<file path="config.mk">
export PLATFORM = sky130hd
export DESIGN_NAME = sequential_list_compactor_core_flat
export DESIGN_NICKNAME = d
export VERILOG_FILES = /design/src/slc_pkg.sv /design/src/slc_if.sv /design/src/slc_ram.sv /design/src/sequential_list_compactor_core.sv /design/src/flat_wrapper.sv
export SDC_FILE = /design/constraint.sdc
export NUM_CORES = 2
export LEC_CHECK = 0
export BUFFER_PORTS_ARGS = -buffer_cell sky130_fd_sc_hd__buf_4
export CAP_MARGIN = 15
export CORE_MARGIN = 2
export CORE_UTILIZATION = 35
export DETAILED_ROUTE_END_ITERATION = 7
export GPL_ROUTABILITY_DRIVEN = 0
export SYNTH_ARGS = -nofsm -noshare
export SYNTH_HDL_FRONTEND = slang
export SYNTH_HIERARCHICAL = 1
export SYNTH_SLANG_ARGS = --single-unit
</file>
<file path="constraint.sdc">
create_clock -name i_clk -period 8.78 [get_ports i_clk]
set_input_delay 0.878 -clock i_clk [delete_from_list [all_inputs] [get_ports i_clk]]
set_output_delay 0.878 -clock i_clk [all_outputs]
set_load 0.01 [all_outputs]
</file>
<file path="src/slc_pkg.sv">
`default_nettype none

package slc_pkg;

    // Field widths of the command and response words.
    localparam int OP_W     = 3;
    localparam int VALUE_W  = 32;
    localparam int POS_W    = 6;
    localparam int LEN_W    = 7;
    localparam int STATUS_W = 2;

    // Default list capacity.
    localparam int DEFAULT_DEPTH = 64;

    typedef logic [OP_W-1:0]     t_op;
    typedef logic [STATUS_W-1:0] t_status;

    // Command codes.
    localparam t_op OP_APPEND  = 3'd0;
    localparam t_op OP_DEL_MIN = 3'd1;
    localparam t_op OP_DEL_VAL = 3'd2;
    localparam t_op OP_DEDUP   = 3'd3;
    localparam t_op OP_READ    = 3'd4;
    localparam t_op OP_CLEAR   = 3'd5;

    // Status codes.
    localparam t_status STATUS_OK    = 2'd0;
    localparam t_status STATUS_EMPTY = 2'd1;
    localparam t_status STATUS_FULL  = 2'd2;
    localparam t_status STATUS_RANGE = 2'd3;

endpackage

`default_nettype wire

</file>
<file path="src/slc_if.sv">
`default_nettype none

// Command channel: one word per list command.
interface slc_cmd_if;
    logic                              valid;
    logic                              ready;
    logic [slc_pkg::OP_W-1:0]          op;
    logic signed [slc_pkg::VALUE_W-1:0] value;
    logic [slc_pkg::POS_W-1:0]         position;

    modport source (output valid, output op, output value, output position, input ready);
    modport sink   (input valid, input op, input value, input position, output ready);
endinterface

// Response channel: one word per command.
interface slc_rsp_if;
    logic                                valid;
    logic                                ready;
    logic signed [slc_pkg::VALUE_W-1:0]  result_value;
    logic [slc_pkg::LEN_W-1:0]           list_length;
    logic [slc_pkg::STATUS_W-1:0]        status;

    modport source (output valid, output result_value, output list_length, output status,
                    input ready);
    modport sink   (input valid, input result_value, input list_length, input status,
                    output ready);
endinterface

`default_nettype wire

</file>
<file path="src/slc_ram.sv">
`default_nettype none

// Simple dual-port RAM: one write port, one read port with registered data.
module slc_ram #(
    parameter int WIDTH = slc_pkg::VALUE_W,
    parameter int DEPTH = slc_pkg::DEFAULT_DEPTH
) (
    input  wire logic                     i_clk,
    input  wire logic                     i_we,
    input  wire logic [$clog2(DEPTH)-1:0] i_waddr,
    input  wire logic [WIDTH-1:0]         i_wdata,
    input  wire logic [$clog2(DEPTH)-1:0] i_raddr,
    output logic      [WIDTH-1:0]         o_rdata
);

    logic [WIDTH-1:0] r_mem [DEPTH];

    // Write and registered read.
    always_ff @(posedge i_clk) begin
        if (i_we) begin
            r_mem[i_waddr] <= i_wdata;
        end
        o_rdata <= r_mem[i_raddr];
    end

endmodule

`default_nettype wire

</file>
<file path="src/sequential_list_compactor_core.sv">
// Append, clear, unused codes and errors go from acceptance straight to the done state; read at goes
// through the read wait state; delete value and dedup walk the list in the scan state (dedup on an
// empty list goes straight to done); delete min walks it, then the fix-read and fix-write states.
// Throughput: one command at a time, and the RAM read port walks the list one entry per cycle.
// Reset (synchronous, active low) empties the list and clears the sequencer and the
// response valid; the entry RAM is not cleared and only entries below the length are read.
`default_nettype none

module sequential_list_compactor_core #(
    parameter int DEPTH = slc_pkg::DEFAULT_DEPTH
) (
    input wire logic   i_clk,
    input wire logic   i_rst_n,
    slc_cmd_if.sink    i_cmd,
    slc_rsp_if.source  o_rsp
);

    localparam int AW = $clog2(DEPTH);
    localparam int CW = $clog2(DEPTH + 1);
    localparam int VW = slc_pkg::VALUE_W;

    localparam logic [2:0] ST_IDLE    = 3'd0;
    localparam logic [2:0] ST_SCAN    = 3'd1;
    localparam logic [2:0] ST_FIX_RD  = 3'd2;
    localparam logic [2:0] ST_FIX_WR  = 3'd3;
    localparam logic [2:0] ST_RD_WAIT = 3'd4;
    localparam logic [2:0] ST_DONE    = 3'd5;

    // Control registers.
    logic [2:0]    r_state, n_state;
    logic [CW-1:0] r_count, n_count;
    logic          r_dv, n_dv;
    logic          r_out_valid, n_out_valid;

    // Working registers.
    slc_pkg::t_op     r_op, n_op;
    logic [CW-1:0]    r_i, n_i;
    logic [AW-1:0]    r_di, n_di;
    logic [CW-1:0]    r_k, n_k;
    logic [VW-1:0]    r_cmp, n_cmp;
    logic [VW-1:0]    r_min, n_min;
    logic [AW-1:0]    r_idx, n_idx;
    logic [VW-1:0]    r_res_value, n_res_value;
    slc_pkg::t_status r_res_status, n_res_status;
    logic [VW-1:0]    r_out_value, n_out_value;
    logic [CW-1:0]    r_out_len, n_out_len;
    slc_pkg::t_status r_out_status, n_out_status;

    // RAM port signals.
    logic          w_we;
    logic [AW-1:0] w_waddr;
    logic [VW-1:0] w_wdata;
    logic [AW-1:0] w_raddr;
    logic [VW-1:0] w_rdata;

    // Shared compare unit.
    logic          w_lt;
    logic          w_eq;
    logic          w_accept;
    logic [CW-1:0] w_last;

    slc_ram #(
        .WIDTH (VW),
        .DEPTH (DEPTH)
    ) u_ram (
        .i_clk   (i_clk),
        .i_we    (w_we),
        .i_waddr (w_waddr),
        .i_wdata (w_wdata),
        .i_raddr (w_raddr),
        .o_rdata (w_rdata)
    );

    assign w_lt     = $signed(w_rdata) < $signed(r_min);
    assign w_eq     = (w_rdata == r_cmp);
    assign w_accept = i_cmd.valid && i_cmd.ready;
    assign w_last   = r_count - CW'(1);

    assign i_cmd.ready        = (r_state == ST_IDLE);
    assign o_rsp.valid        = r_out_valid;
    assign o_rsp.result_value = r_out_value;
    assign o_rsp.list_length  = slc_pkg::LEN_W'(r_out_len);
    assign o_rsp.status       = r_out_status;

    // Sequencer.
    always_comb begin
        n_state      = r_state;
        n_count      = r_count;
        n_dv         = 1'b0;
        n_out_valid  = r_out_valid;
        n_op         = r_op;
        n_i          = r_i;
        n_di         = r_di;
        n_k          = r_k;
        n_cmp        = r_cmp;
        n_min        = r_min;
        n_idx        = r_idx;
        n_res_value  = r_res_value;
        n_res_status = r_res_status;
        n_out_value  = r_out_value;
        n_out_len    = r_out_len;
        n_out_status = r_out_status;
        w_we         = 1'b0;
        w_waddr      = r_k[AW-1:0];
        w_wdata      = w_rdata;
        w_raddr      = r_i[AW-1:0];

        // The waiting response word leaves when the sink takes it.
        if (r_out_valid && o_rsp.ready) begin
            n_out_valid = 1'b0;
        end

        unique case (r_state)
            ST_IDLE: begin
                if (w_accept) begin
                    n_op         = i_cmd.op;
                    n_cmp        = i_cmd.value;
                    n_res_value  = '0;
                    n_res_status = slc_pkg::STATUS_OK;
                    n_i          = '0;
                    n_k          = '0;
                    n_state      = ST_DONE;
                    case (i_cmd.op)
                        slc_pkg::OP_APPEND: begin
                            if (r_count == CW'(DEPTH)) begin
                                n_res_status = slc_pkg::STATUS_FULL;
                            end else begin
                                w_we    = 1'b1;
                                w_waddr = r_count[AW-1:0];
                                w_wdata = i_cmd.value;
                                n_count = r_count + CW'(1);
                            end
                        end
                        slc_pkg::OP_DEL_MIN: begin
                            if (r_count == '0) begin
                                n_res_status = slc_pkg::STATUS_EMPTY;
                            end else begin
                                n_state = ST_SCAN;
                            end
                        end
                        slc_pkg::OP_DEL_VAL: begin
                            n_state = ST_SCAN;
                        end
                        slc_pkg::OP_DEDUP: begin
                            // The first entry is always kept.
                            if (r_count != '0) begin
                                n_k     = CW'(1);
                                n_state = ST_SCAN;
                            end
                        end
                        slc_pkg::OP_READ: begin
                            if (r_count == '0) begin
                                n_res_status = slc_pkg::STATUS_EMPTY;
                            end else if (32'(i_cmd.position) >= 32'(r_count)) begin
                                n_res_status = slc_pkg::STATUS_RANGE;
                            end else begin
                                w_raddr = AW'(i_cmd.position);
                                n_state = ST_RD_WAIT;
                            end
                        end
                        slc_pkg::OP_CLEAR: begin
                            n_count = '0;
                        end
                        default: begin
                        end
                    endcase
                end
            end

            ST_SCAN: begin
                // Issue the next read of the walk.
                if (r_i != r_count) begin
                    w_raddr = r_i[AW-1:0];
                    n_i     = r_i + CW'(1);
                    n_dv    = 1'b1;
                    n_di    = r_i[AW-1:0];
                end
                // Process the entry read in the previous cycle.
                if (r_dv) begin
                    case (r_op)
                        slc_pkg::OP_DEL_MIN: begin
                            if (r_di == '0 || w_lt) begin
                                n_min = w_rdata;
                                n_idx = r_di;
                            end
                        end
                        slc_pkg::OP_DEL_VAL: begin
                            if (!w_eq) begin
                                w_we = 1'b1;
                                n_k  = r_k + CW'(1);
                            end
                        end
                        slc_pkg::OP_DEDUP: begin
                            if (r_di == '0) begin
                                n_cmp = w_rdata;
                            end else if (!w_eq) begin
                                w_we  = 1'b1;
                                n_cmp = w_rdata;
                                n_k   = r_k + CW'(1);
                            end
                        end
                        default: begin
                        end
                    endcase
                end
                // The walk ends once every entry has been read and processed.
                if (r_i == r_count && !r_dv) begin
                    if (r_op == slc_pkg::OP_DEL_MIN) begin
                        n_state = ST_FIX_RD;
                    end else begin
                        n_count = r_k;
                        n_state = ST_DONE;
                    end
                end
            end

            ST_FIX_RD: begin
                w_raddr = w_last[AW-1:0];
                n_state = ST_FIX_WR;
            end

            ST_FIX_WR: begin
                // The last entry fills the slot of the minimum.
                w_we        = 1'b1;
                w_waddr     = r_idx;
                n_count     = w_last;
                n_res_value = r_min;
                n_state     = ST_DONE;
            end

            ST_RD_WAIT: begin
                n_res_value = w_rdata;
                n_state     = ST_DONE;
            end

            ST_DONE: begin
                if (!r_out_valid || o_rsp.ready) begin
                    n_out_valid  = 1'b1;
                    n_out_value  = r_res_value;
                    n_out_len    = r_count;
                    n_out_status = r_res_status;
                    n_state      = ST_IDLE;
                end
            end

            default: begin
                n_state = ST_IDLE;
            end
        endcase
    end

    // Control state.
    always_ff @(posedge i_clk) begin
        if (!i_rst_n) begin
            r_state     <= ST_IDLE;
            r_count     <= '0;
            r_dv        <= 1'b0;
            r_out_valid <= 1'b0;
        end else begin
            r_state     <= n_state;
            r_count     <= n_count;
            r_dv        <= n_dv;
            r_out_valid <= n_out_valid;
        end
    end

    // Working and payload registers.
    always_ff @(posedge i_clk) begin
        r_op         <= n_op;
        r_i          <= n_i;
        r_di         <= n_di;
        r_k          <= n_k;
        r_cmp        <= n_cmp;
        r_min        <= n_min;
        r_idx        <= n_idx;
        r_res_value  <= n_res_value;
        r_res_status <= n_res_status;
        r_out_value  <= n_out_value;
        r_out_len    <= n_out_len;
        r_out_status <= n_out_status;
    end

    // The list length never exceeds the capacity.
    a_count_bound: assert property (@(posedge i_clk) disable iff (!i_rst_n)
        r_count <= CW'(DEPTH))
        else $error("list length above capacity");

    // Compaction never writes ahead of the entry being processed.
    a_compact_behind: assert property (@(posedge i_clk) disable iff (!i_rst_n)
        (r_state == ST_SCAN && w_we) |-> (r_k <= CW'(r_di)))
        else $error("compaction write ahead of the read walk");

    // An accepted command always leaves the idle state.
    a_accept_busy: assert property (@(posedge i_clk) disable iff (!i_rst_n)
        w_accept |=> (r_state != ST_IDLE))
        else $error("command accepted but sequencer stayed idle");

    // Any error response carries a zero value.
    a_error_zero: assert property (@(posedge i_clk) disable iff (!i_rst_n)
        (r_out_valid && r_out_status != slc_pkg::STATUS_OK) |-> (r_out_value == '0))
        else $error("error response with nonzero value");

endmodule

`default_nettype wire

</file>
<file path="src/flat_wrapper.sv">
// flat-port wrapper written by rule: the top's interface ports become plain ports
module sequential_list_compactor_core_flat 
#(
    parameter int DEPTH = slc_pkg::DEFAULT_DEPTH
)
  (i_clk, i_rst_n, i_cmd_valid, i_cmd_op, i_cmd_value, i_cmd_position, i_cmd_ready, o_rsp_valid, o_rsp_result_value, o_rsp_list_length, o_rsp_status, o_rsp_ready);
  slc_cmd_if i_cmd_i ();
  slc_rsp_if o_rsp_i ();
  input wire logic i_clk;
  input wire logic i_rst_n;
  input wire logic [$bits(i_cmd_i.valid)-1:0] i_cmd_valid;
  input wire logic [$bits(i_cmd_i.op)-1:0] i_cmd_op;
  input wire logic [$bits(i_cmd_i.value)-1:0] i_cmd_value;
  input wire logic [$bits(i_cmd_i.position)-1:0] i_cmd_position;
  output wire logic [$bits(i_cmd_i.ready)-1:0] i_cmd_ready;
  output wire logic [$bits(o_rsp_i.valid)-1:0] o_rsp_valid;
  output wire logic [$bits(o_rsp_i.result_value)-1:0] o_rsp_result_value;
  output wire logic [$bits(o_rsp_i.list_length)-1:0] o_rsp_list_length;
  output wire logic [$bits(o_rsp_i.status)-1:0] o_rsp_status;
  input wire logic [$bits(o_rsp_i.ready)-1:0] o_rsp_ready;
  assign i_cmd_i.valid = i_cmd_valid;
  assign i_cmd_i.op = i_cmd_op;
  assign i_cmd_i.value = i_cmd_value;
  assign i_cmd_i.position = i_cmd_position;
  assign i_cmd_ready = i_cmd_i.ready;
  assign o_rsp_valid = o_rsp_i.valid;
  assign o_rsp_result_value = o_rsp_i.result_value;
  assign o_rsp_list_length = o_rsp_i.list_length;
  assign o_rsp_status = o_rsp_i.status;
  assign o_rsp_i.ready = o_rsp_ready;
  sequential_list_compactor_core #(.DEPTH(DEPTH)) u_core (.i_clk(i_clk), .i_rst_n(i_rst_n), .i_cmd(i_cmd_i), .o_rsp(o_rsp_i));
endmodule
</file>
# Word level (Yosys, flattened, before mapping)
# Memory sizes are Yosys's and may differ from the RTL's. A register that Yosys moved wholly into a read port is not among the register bits.
# Cells that the tools add are included.
# totals
regBits	180
latch_bits	0
ram_bits	2048
mem_bits_ro	0
inputBits	45
out_inout_bits	43
word_cells	146
n_memories	1
# classes
addsub	4
mul	0
div	0
magnitude_cmp	2
n_eq_ne	29
shift	0
n_mux	67
n_bitwise	0
n_reduce_logical	27
# mem_list
name	words	word_bits	read_ports	rd_clocked_by_memory_dff	write_ports	line_no	text
u_core.u_ram.r_mem	64	32	1	1	1	slc_ram.sv:16	logic [WIDTH-1:0] r_mem [DEPTH];
# op_table
operator	count
$mux W32	10
$pmux W32 S3	1
$mux W7	11
$pmux W32 S2	1
$pmux W7 S2	4
$mux W6	7
$eq A32 B32 Y1	1
$lt A32 B32 Y1	1
$pmux W6 S2	2
$add A7 B1 Y7 const B	3
$mux W3	7
$pmux W7 S3	1
$eq A3 B2 Y1 const B	6
$mux W1	15
$ne A3 B3 Y1 const B	5
$pmux W3 S5	1
$eq A3 B3 Y1 const B	4
$pmux W3 S4	1
$reduce_and A2 Y1	5
$reduce_and A5 Y1	2
$eq A3 B1 Y1 const B	3
$ne A2 B1 Y1 const B	4
$eq A7 B7 Y1	1
$eq A7 B7 Y1 const B	1
21 further kinds	32

# Logic depth before layout (Yosys ltp)
# depth
depth_word	8
mapped_depth	20
depth_no_buf	14

# Cells and area by module
# The synthesis kept the hierarchy.
# by_module_without_submodules
module	instances	cells_each	area_per_inst_um2	seq_area_each_um2
slc_ram	1	3511	79039.6	62139.6
sequential_list_compactor_core	1	852	9128.8	5285.1

# Least setup slack after synthesis
# OpenSTA, ideal clock, no wires.
# synth_timing
path_type	register to register
startpoint	reg u_core.u_ram.o_rdata[31] (read register of u_core.u_ram.r_mem)
endpoint	reg u_core.r_idx[0], enable pin
setup_time_ps	491
arrival_ps	4657
required_ps	8289
slack_ps	3632
stages_incl_launch_ff	8
n_path_buf	0
period_less_slack_ps	5148
cell_sequence	dfxtp_1 -> ha_1 -> nand4_1 -> or4_1 -> nor3_1 -> a211oi_1 -> xor2_1 -> a211oi_1
# synth_between
elab_chain_cells	3
# synth_rtl
element	line_no	text
from (decl)	slc_ram.sv:13	output logic [WIDTH-1:0] o_rdata
$lt A32 B32 Y1	sequential_list_compactor_core.sv:74	assign w_lt = $signed(w_rdata) < $signed(r_min);
$logic_or A1 B1 Y1	sequential_list_compactor_core.sv:182	if (r_di == '0 || w_lt) begin
$reduce_and A4 Y1 (no source line)	--	
to (signal assigned)	sequential_list_compactor_core.sv:275	r_idx <= n_idx;
to (decl)	sequential_list_compactor_core.sv:42	logic [AW-1:0] r_idx, n_idx;
# No other way between the ends.
# A chain may end at the register's enable or synchronous reset.

# Final worst setup path
# layout_timing
startpoint	reg u_core.r_count[4]
endpoint	reg u_core.u_ram.o_rdata[17] (read register of u_core.u_ram.r_mem)
# layout_between
elab_chain_cells	6
word_cells_on_any_way	8
cone_classes	add/sub (1); order compare (1); mux (5); reduce/logical (1)
# layout_rtl
element	line_no	text
from (decl)	sequential_list_compactor_core.sv:31	logic [CW-1:0] r_count, n_count;
from (signal assigned)	sequential_list_compactor_core.sv:261	r_count <= n_count;
$ge A6 B7 Y1	sequential_list_compactor_core.sv:154	end else if (32'(i_cmd.position) >= 32'(r_count)) begin
$mux W6	sequential_list_compactor_core.sv:154	
$mux W6 *	sequential_list_compactor_core.sv:152	if (r_count == '0) begin
$mux W6 *	sequential_list_compactor_core.sv:123	case (i_cmd.op)
$mux W6 *	sequential_list_compactor_core.sv:115	if (w_accept) begin
$pmux W6 S2 *	sequential_list_compactor_core.sv:113	unique case (r_state)
net u_core.w_raddr[0]	sequential_list_compactor_core.sv:53	logic [AW-1:0] w_raddr;
# Mark *: on every way through the listed nets, which the timed path passes. The rest lies on a longest branch.

==> flow_results.org <==
** Logic synthesis
- After synthesis the netlist holds a flip-flop and latch count of between 2000 and 2500.
- Synthesis Warnings :: 6
- Synth unique cells :: 85
- Synthesis produced 4363 cells.
- In the synthesized netlist the dominant register cell turns out to be edfxtp_1.
- Post-Syn Area :: 0.0882 mm^2
- Average footprint of a synthesized cell :: between 20 and 25 um^2
- EDFF count, synth :: 2216
- Register area share after synthesis :: 0.765
- Synthesis produced a netlist with a net count of roughly 4500.
- Of all flip-flops after synthesis, the portion carrying an async set or reset was 0.

** Placed design
- After detailed placement, the total cell area comes to roughly 0.093 mm^2.
- Estimated wirelength of the detail-placed design :: around 130 mm
- OpenSTA, run right after detailed placement, puts the worst setup slack at around 2.8 ns.
- Port buffering added 87 buffers.
- The number of placed instances, taps included, is about 7700.

** Power
- Net switching power of the design :: roughly 0.012 W
- Of the total power, the clock network draws 0.277.
- Ratio of total power to cell area :: ~340 mW/mm^2
- Part of the power in registers :: 0.418
- For this design the static power due to leakage is around 32 nW.
- Switching part of the total power :: 0.338
- The internal power of the cells totals about 0.023 W.
- Part of the power in combinational logic :: 0.305
- Worst-case vdd ir drop :: 0.259 mV

** Setup path
- In this run the worst path has a maximum fanout of 34.
- By startpoint and endpoint, the worst setup path is classified as flop to flop.
- STA classifies the critical path endpoint as a flop.
- At the worst endpoint, the required time is between 9 and 10 ns.
- At the worst endpoint, the arrival time is around 6.3 ns.
- The worst setup path is launched from a flop.

** Global routing
- First-pass GRT wire length :: 334 mm
- In this run the most used layer during global routing was met2.
- Pin count of the biggest net entering global routing :: 88
- GR met2 Demand/Resource :: 0.286
- M1 GR Usage :: 0.257
- For met3 alone, demand over resource in global routing was 0.0309.
- Residual overflow from global routing :: 0
- In the global route stage, overall resource usage came out at 0.181.
- Initial antenna violation count :: 13
- The via count of the first global-routing pass is about 44000.

** Layout
- For this run, the post-layout net count is roughly 4700.
- The count of cells in the finished layout, fillers not included, comes to roughly 8100.
- In the final layout, the share of cells above drive strength 1 is 0.245.
- After routing the design area is ~0.1 mm^2.
- Area growth, synth to finish :: 14.4%

** Detailed routing
- Mean number of vias per cell :: ~5.5
- Routed length per instance :: 28.9 um
- Once detail routing completed, the nets flagged for antenna violations numbered 0.
- Detailed routing inserted a total of between 40000 and 50000 vias.
- The first detailed-routing pass took 6 iterations.
- After the first detailed-routing iteration, the DRC count stood at 5551.
- Residual DRC :: 0
- The routed design has 236 mm of wire.

** Clocking
- CTS Hold Bufs :: 0
- Clock tree synthesis found a total of 2260 sinks.
- The longest clock path from root to sink contains 3 buffers.
- Clock-pin slew was measured on the worst setup and hold paths at 0.06 ns.
- In this run, CTS created clock tree buffers numbering 220.
- Gates resized, CTS repair :: 0
- Clock tree synthesis selected as its root buffer the cell clkbuf_16.
- Setup Buffers After CTS :: 0
- The H-tree was split into 4 levels.
- The later pin in the worst-skew pair is clocked with a latency of about 0.88 ns.
- TritonCTS built the clock tree.

** Timing
- Derived from the worst setup path, the maximum achievable clock frequency is 178 MHz.
- Setup repair after global routing left no endpoint under its margin.
- After layout, the minimum clock period comes to about 5.6 ns.
- For the pin with the worst max-slew slack, the measured transition is ~1.0 ns.
- In the finished design, the share of the clock period the worst path needs comes to 0.640.
- Setup violations remaining at the end of the flow were counted as 0.
- Between clock sinks in the finished design, the worst skew comes to 0.0706 ns.
- For the final routed database, the setup TNS stands at 0 ns.
- Count of final max-slew check failures :: 0
- Normalized max-slew margin :: 0.299
- The count of final hold-check violations is 0.
- Post-layout worst setup margin :: between 3 and 4 ns

** Floorplanning
- Number of rows created at floorplan :: around 180
- X dimension of the die :: 506 um
- IO Count :: 88
- Initial standard-cell utilization of the core :: 0.351
- Floorplan Core Area :: 0.251 mm^2
- Die Area :: 0.256 mm^2
- Die Height :: slightly above 500 um

** Worst hold path
- The min-delay analysis places its worst path in the category primary input to flop.

** Status
- The run finished with clean final reports.

** Flow run
- The tool flagged a number of max-cap violations equal to 0.
-- flip-flops by register name, summed over array words and instances (netlist names), 2 cells and up --
signal	count
u_core/r_k	7
u_core/r_idx	6
u_core/r_min	32
u_core/o_rsp.status	2
u_core/r_di	6
u_core/r_state	3
u_core/r_op	3
u_core/u_ram/o_rdata	32
u_core/o_rsp.list_length	7
u_core/r_i	7
u_core/r_res_value	32
u_core/o_rsp.result_value	32
u_core/r_cmp	32
u_core/r_count	7
u_core/r_res_status	2
u_core/u_ram/r_mem	2048
-- worst max-delay path, cell delays in order, from the launching register on --
cell and delay (ns):
dfxtp_1 0.50, inv_1 0.20, ha_1 0.33, a21o_1 0.11, a21oi_1 0.07, a21oi_1 0.18
nand2_1 0.14, and4_4 0.26, nor2_2 0.25, a221o_4 0.70, buf_4 0.68, buf_4 0.58
mux4_2 0.58, o22ai_1 0.45, nor2_1 0.22, nand2_1 0.13, a21oi_1 0.07
-- worst paths after layout --
kind | slack (ns) | from | cells after the start | endpoint
setup / recovery | 3.16 | u_core/r_count[4]$_SDFFE_PN0P_ | 16 | u_core/u_ram/o_rdata[17]$_DFF_P_
hold / removal | 0.28 | i_cmd_op[0] | 1 | u_core/r_op[0]$_DFFE_PP_
hold reg to reg | 0.42 | u_core/r_res_value[6]$_DFFE_PP_ | 0 | u_core/o_rsp.result_value[6]$_DFFE_PP_
setup reg to reg | 3.16 | u_core/r_count[4]$_SDFFE_PN0P_ | 16 | u_core/u_ram/o_rdata[17]$_DFF_P_
-- routing by layer --
| metal | vias to the layer above | routed length [um] |
|---|---|---|
| met5 | - | 47 |
| met4 | 6 | 7200 |
| met3 | 343 | 19000 |
| met2 | 2077 | 111000 |
| met1 | 24100 | 98500 |
| li1 | 18400 | - |
-- metrics by stage --
step                      utilization  total power, W  hold slack, ns
final                           0.402          0.0342           0.279
after global routing            0.402          0.0354           0.243
after CTS                       0.402          0.0344           0.208
after detailed placement        0.373          0.0250           0.405
after global placement          0.373          0.0248           0.404
after floorplan                     -          0.0209           0.400
-- power by group through the flow --
stage               Clock (W)  Combinational [W]  Sequential [W]
floorplan                   0            0.00659          0.0143
global placement            0             0.0103          0.0145
detailed placement          0             0.0104          0.0145
CTS                   0.00965             0.0105          0.0143
global route           0.0101             0.0110          0.0143
finish                0.00949             0.0104          0.0143
-- cell usage in the layout, fill, tap and decap left out, types with 23 or more instances in the layout --
cell type	Yosys	routed
a22oi_1	128	128
a211oi_1	24	23
nand2_1	287	255
edfxtp_1	2216	2216
mux4_2	446	446
o22ai_1	43	43
mux2i_1	190	190
nor2_1	132	63
o21ai_1	37	36
nand2_2	0	31
ha_1	42	42
inv_1	43	43
nand3_1	61	61
clkbuf_16	0	220
o21ai_0	38	38
xor2_1	41	41
nor2_4	0	66
a21oi_1	53	52
clkinv_1	0	23
dfxtp_1	44	44
buf_4	28	232
clkinv_2	0	50
clkbuf_1	93	57
-- area by class of cell --
type | count | area (um^2)
Antenna cell | 6 | 15.0
Clock buffer | 299 | 6020
Clock inverter | 119 | 1330
Fill cell | 22100 | 150000
Inverter | 45 | 174
Multi-Input combinational cell | 1819 | 19800
Sequential cell | 2260 | 67400
Tap cell | 3348 | 4190
Timing Repair Buffer | 241 | 1920
-- cells by family (layout without fill, tap and decap cells) --
| family | after synthesis | in the layout | synth area share |
|---|---|---|---|
| DFF | 2260 | 2260 | 0.765 |
| buffers and inverters | 284 | 704 | 0.0187 |
| xor gates and xnor gates | 54 | 54 | 0.00536 |
| muxes | 637 | 637 | 0.136 |
| other | 0 | 6 | 0 |
| adders and majority gates | 42 | 42 | 0.00596 |
| and+or+nand+nor | 614 | 614 | 0.0318 |
| AOI/OAI and AO/OA | 472 | 472 | 0.0378 |
-- cell usage after synthesis, types with 12 or more instances --
master	n	area, um^2
a211oi_1	24	180
a21oi_1	53	265
a221o_1	14	140
a22o_1	13	114
a22oi_1	128	961
a311o_1	12	120
a31oi_1	21	131
and3_1	14	87.6
buf_2	59	295
buf_4	28	210
buf_6	39	439
clkbuf_1	93	349
dfxtp_1	44	881
edfxtp_1	2216	66500
ha_1	42	526
inv_1	43	161
mux2i_1	190	1900
mux4_2	446	10000
nand2_1	287	1080
nand2b_1	13	81.3
nand3_1	61	305
nor2_1	132	495
nor2b_1	18	113
nor3_1	14	70.1
o211ai_1	15	113
o21ai_0	38	190
o21ai_1	37	185
o221ai_1	17	149
o22a_1	13	114
o22ai_1	43	269
xnor2_1	13	114
xor2_1	41	359
Power figures use the tool's default switching activity.
